<file path="src/hdl/gcone_ram.sv">
// Generic single-port-write, single-port-read RAM with a registered read.
// No dependencies.
module gcone_ram #(
    parameter int WIDTH = 8,
    parameter int DEPTH = 16
) (
    input  logic                                  i_clk,
    input  logic                                  i_we,
    input  logic [(DEPTH > 1 ? $clog2(DEPTH) : 1)-1:0] i_waddr,
    input  logic [WIDTH-1:0]                      i_wdata,
    input  logic [(DEPTH > 1 ? $clog2(DEPTH) : 1)-1:0] i_raddr,
    output logic [WIDTH-1:0]                      o_rdata
);
    logic [WIDTH-1:0] r_mem [DEPTH];

    always_ff @(posedge i_clk) begin
        if (i_we) begin
            r_mem[i_waddr] <= i_wdata;
        end
        o_rdata <= r_mem[i_raddr];
    end
endmodule

</file>
<file path="config.mk">
export PLATFORM = sky130hd
export DESIGN_NAME = gcone_ram
export DESIGN_NICKNAME = d
export VERILOG_FILES = /design/src/hdl/gcone_ram.sv
export SDC_FILE = /design/constraint.sdc
export NUM_CORES = 1
export LEC_CHECK = 0
export BUFFER_PORTS_ARGS = -buffer_cell sky130_fd_sc_hd__buf_2
export CAP_MARGIN = 20
export CORE_AREA = 2 2 89 177
export CTS_CLUSTER_DIAMETER = 40
export DETAILED_ROUTE_END_ITERATION = 6
export DIE_AREA = 0 0 91 179
export PLACE_DENSITY_LB_ADDON = 0.12
export SYNTH_ARGS = -nofsm -noshare
export SYNTH_HDL_FRONTEND = slang
export SYNTH_SLANG_ARGS = --single-unit
</file>
<file path="constraint.sdc">
create_clock -name i_clk -period 1.7 [get_ports i_clk]
set_input_delay 0.34 -clock i_clk [delete_from_list [all_inputs] [get_ports i_clk]]
set_output_delay 0.34 -clock i_clk [all_outputs]
set_load 0.02 [all_outputs]
</file>
==> results of run 1 <==
==> logic make-up after synthesis <==
logic type | share of synthesized area
compound gates | 0.0233
flops | 0.778
mux | 0.150
simple gates | 0.0318
buf+inv | 0.0168
==> cells in the mapped netlist (all sizes together) <==
cell type and n:
a22oi 16, and2 1, and2b 1, buf 7, clkdlybuf4s25 3, dfxtp 8
edfxtp 128, mux4 32, nand2 9, nand2b 2, nand3 1, nand3b 2
nor2 13, nor2b 1, nor3 4, or3b 1
==> power by group <==
part / switching (mW) / internal [mW] / total (mW)
combinational: 0.223 / 0.158 / 0.380
sequential: 0.0219 / 3.75 / 3.77
clock: 1.39 / 2.17 / 3.56
==> registers in the layout (all words and copies together) (netlist names) <==
signal / flops
o_rdata: 8
r_mem: 128
==> area by class of cell <==
type / count / area, um2 / area share
clock buffer: 19 / 433 / 0.0694
clock inverter: 13 / 146 / 0.0235
multi-input combinational: 83 / 1060 / 0.170
sequential: 136 / 4000 / 0.642
tap: 198 / 248 / 0.0397
timing repair buffer: 51 / 345 / 0.0554
==> worst max-delay path: cells and delay by family (launching register included) <==
family          cells  cell delay, ns
compound gates      1            0.34
flops               1            0.35
mux                 1            0.51
simple gates        1            0.10
==> per-stage QoR <==
stage	TNS, ns	hold slack [ns]	area [um2]
after floorplan	0	0.439	5150
after global placement	-0.417	0.666	5660
after detailed placement	-0.427	0.660	5660
after CTS	0	0.317	6240
after global routing	0	0.327	6240
final	0	0.325	6240
==> worst min path at each step <==
stage / startpoint / end / depth (start not counted)
after global placement: r_mem[13][6]$_DFFE_PP_ / o_rdata[6]$_DFF_P_ / 3
final: i_wdata[3] / r_mem[8][3]$_DFFE_PP_ / 1
after global routing: i_wdata[6] / r_mem[0][6]$_DFFE_PP_ / 1
after detailed placement: r_mem[12][6]$_DFFE_PP_ / o_rdata[6]$_DFF_P_ / 3
after floorplan: i_wdata[0] / r_mem[0][0]$_DFFE_PP_ / 0
after CTS: i_wdata[6] / r_mem[3][6]$_DFFE_PP_ / 1
==> layer usage <==
layer	routed length, um	up-vias	global-route usage
met5	0	-	0
li1	-	1094	-
met1	4520	1260	0.174
met3	345	16	0.0336
met4	184	0	0.0549
met2	5630	59	0.239
==> impl_metrics.py, run 1 <==
metrics = {
    "clock_network": {
        "path_clk_slew_ns": 0.06,
        "numCtsBuffers": 17,
        "cts_setup_buffers": 0,
        "post_cts_hold_buffer_count": 0,
        "tritoncts": "yes",
        "clock_tree.htree_level_count": 4,
        "cts_resized": 0,
        "cts.sink_count": 136,
        "insertion_delay_of_the_later_clocked_pin_in_the_worst_skew_pair_ns": 0.41,
        "clock_tree.buffer_depth": 2,
        "ctsRootBufferMaster": "clkbuf_16",
    },
    "global_route": {
        "gr-usage-all-layers": 0.141,
        "pin_count_of_the_biggest_net_entering_global_routing": 33,
        "grt_first_pass_wirelength_mm": 16.1,
        "grt_pass1_vias": 2620,
        "grt_antenna_before_repair": 0,
        "grt.overflow.total": 0,
    },
    "power_and_ir_drop": {
        "ir_drop_v": 0.000727,
        "power.leakage_nw": 2.11,
        "p_per_area_nw_per_um2": 1240,
        "power_mw": 7.71,
    },
    "floorplanning": {
        "initial_core_util": 0.342,
        "placement_rows": 64,
        "dieWidth_um": 91,
        "pin_count": 26,
        "die-area_um2": 16300,
        "die_h_um": 179,
        "core_area_um2": 15100,
    },
    "worst_setup_path": {
        "ff2ff_setup_slack_ns": 0.29,
        "max_stage_delay_cell_worst_path": "mux4_1",
        "worst_ep_required_time_ns": 1.99,
        "r2r-start": "r_mem[1][2]$_DFFE_PP_",
        "worst-path-max-fanout": 1,
        "setup.worst_path.start": "r_mem[1][2]$_DFFE_PP_",
        "longest_individual_stage_delay_on_the_worst_path_ns": 0.51,
        "cp_data_arrival_time_ns": 1.70,
        "rr_worst_depth": 3,
        "timing.critical_path.to": "o_rdata[2]$_DFF_P_",
        "start_kind": "register",
        "worstSetupEndpointType": "register",
        "path_class": "reg -> reg",
        "timing.rr.end": "o_rdata[2]$_DFF_P_",
        "crit_chain": "mux4_1, a22oi_1, nand2_1",
    },
    "placement": {
        "hpwl_mm": 7.15,
        "preCtsSetupSlack_ns": -0.153,
        "post-place-cells": 468,
        "place.gp.congestion": 0.724,
        "placement.io_buffers": 25,
    },
    "sta": {
        "max_freq_ghz": 0.708,
        "timing.final.setup_violations": 0,
        "timing_hold_violations_final": 0,
        "max_slew.worst_pin.slew_ns": 0.778,
        "finalWorstSetupSlack_ns": 0.288,
        "drv_slew": 0,
        "finalClockSkew_ns": 0.00431,
        "rsz_0062_raised_after_global_routing": "false",
        "max-slew-margin-rel": 0.480,
        "post-route-period-util": 0.831,
        "final_period_demand_of_the_worst_path_ns": 1.41,
    },
    "yosys": {
        "synthTopCellsByArea": "edfxtp_1 75%, mux4_2 7.9%, mux4_1 7.1%",
        "postSynthCellCount": 229,
        "ys_types": 19,
        "synth.yosys.seq_area_share": 0.778,
        "synthDominantCellAreaShare": 0.747,
        "post_syn_area_um2": 5150,
        "ys_seq_elements": 136,
        "average_instance_area_after_synthesis_um2": 22.5,
        "synth_fp_nets": 247,
        "synth_top_cell_by_area": "edfxtp_1",
        "number_of_warnings_printed_during_yosys_synthesis": 0,
    },
    "run_status": {
        "run_status": "completed",
    },
    "finish": {
        "insertedDiodeCount": 0,
        "fillCellCount": 1408,
        "layout.nets": 307,
        "drive_above_1_share": 0.334,
        "non_filler_instances": 500,
        "final_core_utilization": 0.414,
        "final_common_cell": "edfxtp_1",
        "most-common-layout-cells": "128 x edfxtp_1, 25 x buf_2, 24 x buf_4",
        "syn2layout_area_growth_pct": 21.2,
    },
    "detailed_routing": {
        "routed-via-count": 2429,
        "drtPass1Iterations": 6,
        "wl_per_cell_um": 21.4,
        "drtAntennaViolNets": 0,
        "drt-total-wl_mm": 10.7,
        "drt-vias-per-instance": 4.86,
        "route.detailed.drc": 0,
        "drt_iter0_drc": 191,
    },
    "min_path": {
        "worst_hold_path_type": "in -> reg",
    },
    "run": {
        "drv.max_cap_violation_count": 0,
    },
}
Power figures use the tool's default switching activity.
==> run 2, diff against run 1 <==
clock period = 1.4 ns   (was 1.7 ns; I/O delays follow)
==> impl_metrics.py, run 2 (synthesis gave the netlist of run 1 again) <==
metrics = {
    "clock_network": {
        "clock_tree.buffer_depth": 2,
        "cts.sink_count": 136,
        "post_cts_hold_buffer_count": 0,
        "tritoncts": "yes",
        "ctsRootBufferMaster": "clkbuf_16",
        "insertion_delay_of_the_later_clocked_pin_in_the_worst_skew_pair_ns": 0.40,
        "clock_tree.htree_level_count": 4,
        "path_clk_slew_ns": 0.06,
        "numCtsBuffers": 17,
    },
    "global_route": {
        "pin_count_of_the_biggest_net_entering_global_routing": 21,
        "grt.overflow.total": 0,
        "grt_antenna_before_repair": 0,
        "grt_first_pass_wirelength_mm": 16.8,
        "gr-usage-all-layers": 0.146,
        "grt_pass1_vias": 2685,
    },
    "detailed_routing": {
        "drtPass1Iterations": 4,
        "route.detailed.drc": 0,
        "drt-total-wl_mm": 11.1,
        "drt-vias-per-instance": 4.88,
        "drt_iter0_drc": 200,
        "drtAntennaViolNets": 0,
        "routed-via-count": 2512,
        "wl_per_cell_um": 21.5,
    },
    "power_and_ir_drop": {
        "p_per_area_nw_per_um2": 1480,
        "ir_drop_v": 0.000917,
        "internal-power_mw": 7.67,
        "clock_power_share": 0.470,
        "sequentialPowerShare": 0.473,
        "comb_power_share": 0.057,
        "switching_power_mw": 2.01,
        "power.leakage_nw": 2.24,
        "power.switching_fraction": 0.207,
    },
    "sta": {
        "timing_hold_violations_final": 0,
        "finalClockSkew_ns": 0.00790,
        "rsz_0062_raised_after_global_routing": "false",
        "whs_ns": 0.275,
        "final_period_demand_of_the_worst_path_ns": 1.39,
        "finalWorstSetupSlack_ns": 0.0144,
        "max_slew.worst_pin.slew_ns": 0.872,
        "post-route-period-util": 0.990,
        "max_freq_ghz": 0.722,
        "max-slew-margin-rel": 0.418,
        "drv_slew": 0,
        "timing.final.setup_violations": 0,
    },
    "finish": {
        "drive_above_1_share": 0.407,
        "most-common-layout-cells": "128 x edfxtp_1, 33 x buf_4, 25 x buf_2",
        "stdcell_area_um2": 6530,
        "reg_top3": "r_mem (128), o_rdata (8)",
        "register_area_um2": 4000,
        "layout.nets": 322,
        "fillCellCount": 1384,
        "insertedDiodeCount": 0,
        "multi_input_comb_area_um2": 1110,
        "largest-register": "r_mem",
        "non_filler_instances": 515,
        "final_common_cell": "edfxtp_1",
        "largest_reg_flops": 128,
        "syn2layout_area_growth_pct": 26.8,
    },
    "min_path": {
        "worst_hold_path_type": "in -> reg",
        "timing.hold.worst_path_depth": 1,
    },
    "worst_setup_path": {
        "worst_ep_required_time_ns": 1.69,
        "start_kind": "register",
        "cp_data_arrival_time_ns": 1.67,
        "worstSetupEndpointType": "register",
        "path_class": "reg -> reg",
        "ff2ff_setup_slack_ns": 0.01,
        "worst-path-max-fanout": 1,
        "rr_worst_depth": 4,
    },
    "placement": {
        "post_dp_cell_area_um2": 5830,
        "place.gp.congestion": 0.684,
        "hpwl_mm": 7.22,
        "placement.io_buffers": 25,
        "post-place-cells": 480,
        "preCtsSetupSlack_ns": -0.517,
    },
    "run": {
        "drv.max_cap_violation_count": 0,
    },
    "floorplanning": {
        "placement_rows": 64,
        "die-area_um2": 16300,
        "core_area_um2": 15100,
        "pin_count": 26,
        "dieWidth_um": 91,
        "initial_core_util": 0.342,
        "die_h_um": 179,
    },
    "run_status": {
        "run_status": "completed",
    },
}
run 2: stage by stage:
step | setup TNS [ns] | power (mW) | util
floorplan | -0.0929 | 4.93 | -
global placement | -4.32 | 5.18 | 0.387
detailed placement | -5.37 | 5.19 | 0.387
CTS | 0 | 9.74 | 0.431
global route | 0 | 10.0 | 0.433
finish | 0 | 9.67 | 0.433
run 2: power by group through the flow:
| stage | Sequential, mW | Combinational, mW | Clock, mW |
|---|---|---|---|
| final | 4.58 | 0.552 | 4.54 |
| after floorplan | 4.69 | 0.238 | 0 |
| after global placement | 4.66 | 0.523 | 0 |
| after detailed placement | 4.66 | 0.532 | 0 |
| after global routing | 4.58 | 0.597 | 4.82 |
| after CTS | 4.58 | 0.556 | 4.60 |
run 2: metal layers:
metal	up-vias	global-route usage	wire, um
li1	1122	-	-
met3	8	0.0298	410
met1	1318	0.184	4700
met2	64	0.252	5860
met4	0	0.0492	91
met5	-	0	0
run 2: cell type report:
type,instances,area share
flip-flops and latches,136,0.614
multi-input cells,83,0.171
repair buffers,66,0.0836
clock buffers,19,0.0679
well taps,198,0.0380
clock inverters,13,0.0261
run 2: critical path, cell delays in order (launching register included):
cell and delay (ns):
edfxtp_1 0.37, mux4_2 0.54, a22oi_2 0.17, buf_4 0.14
nand2_1 0.05
run 2: repair_timing:
item,CTS,global route
gates cloned,1,0
resized for setup,6,1
hold endpoints to repair,0,0
pin swaps,3,1
setup endpoints to repair,5,3
buffers inserted,0,4
run 2: path summary, 6_finish.rpt:
path | from | to
worst max register to register | r_mem[11][0]$_DFFE_PP_ | o_rdata[0]$_DFF_P_
worst min register to register | r_mem[0][3]$_DFFE_PP_ | o_rdata[3]$_DFF_P_
worst min-delay path | i_wdata[3] | r_mem[9][3]$_DFFE_PP_
worst max-delay path | r_mem[11][0]$_DFFE_PP_ | o_rdata[0]$_DFF_P_
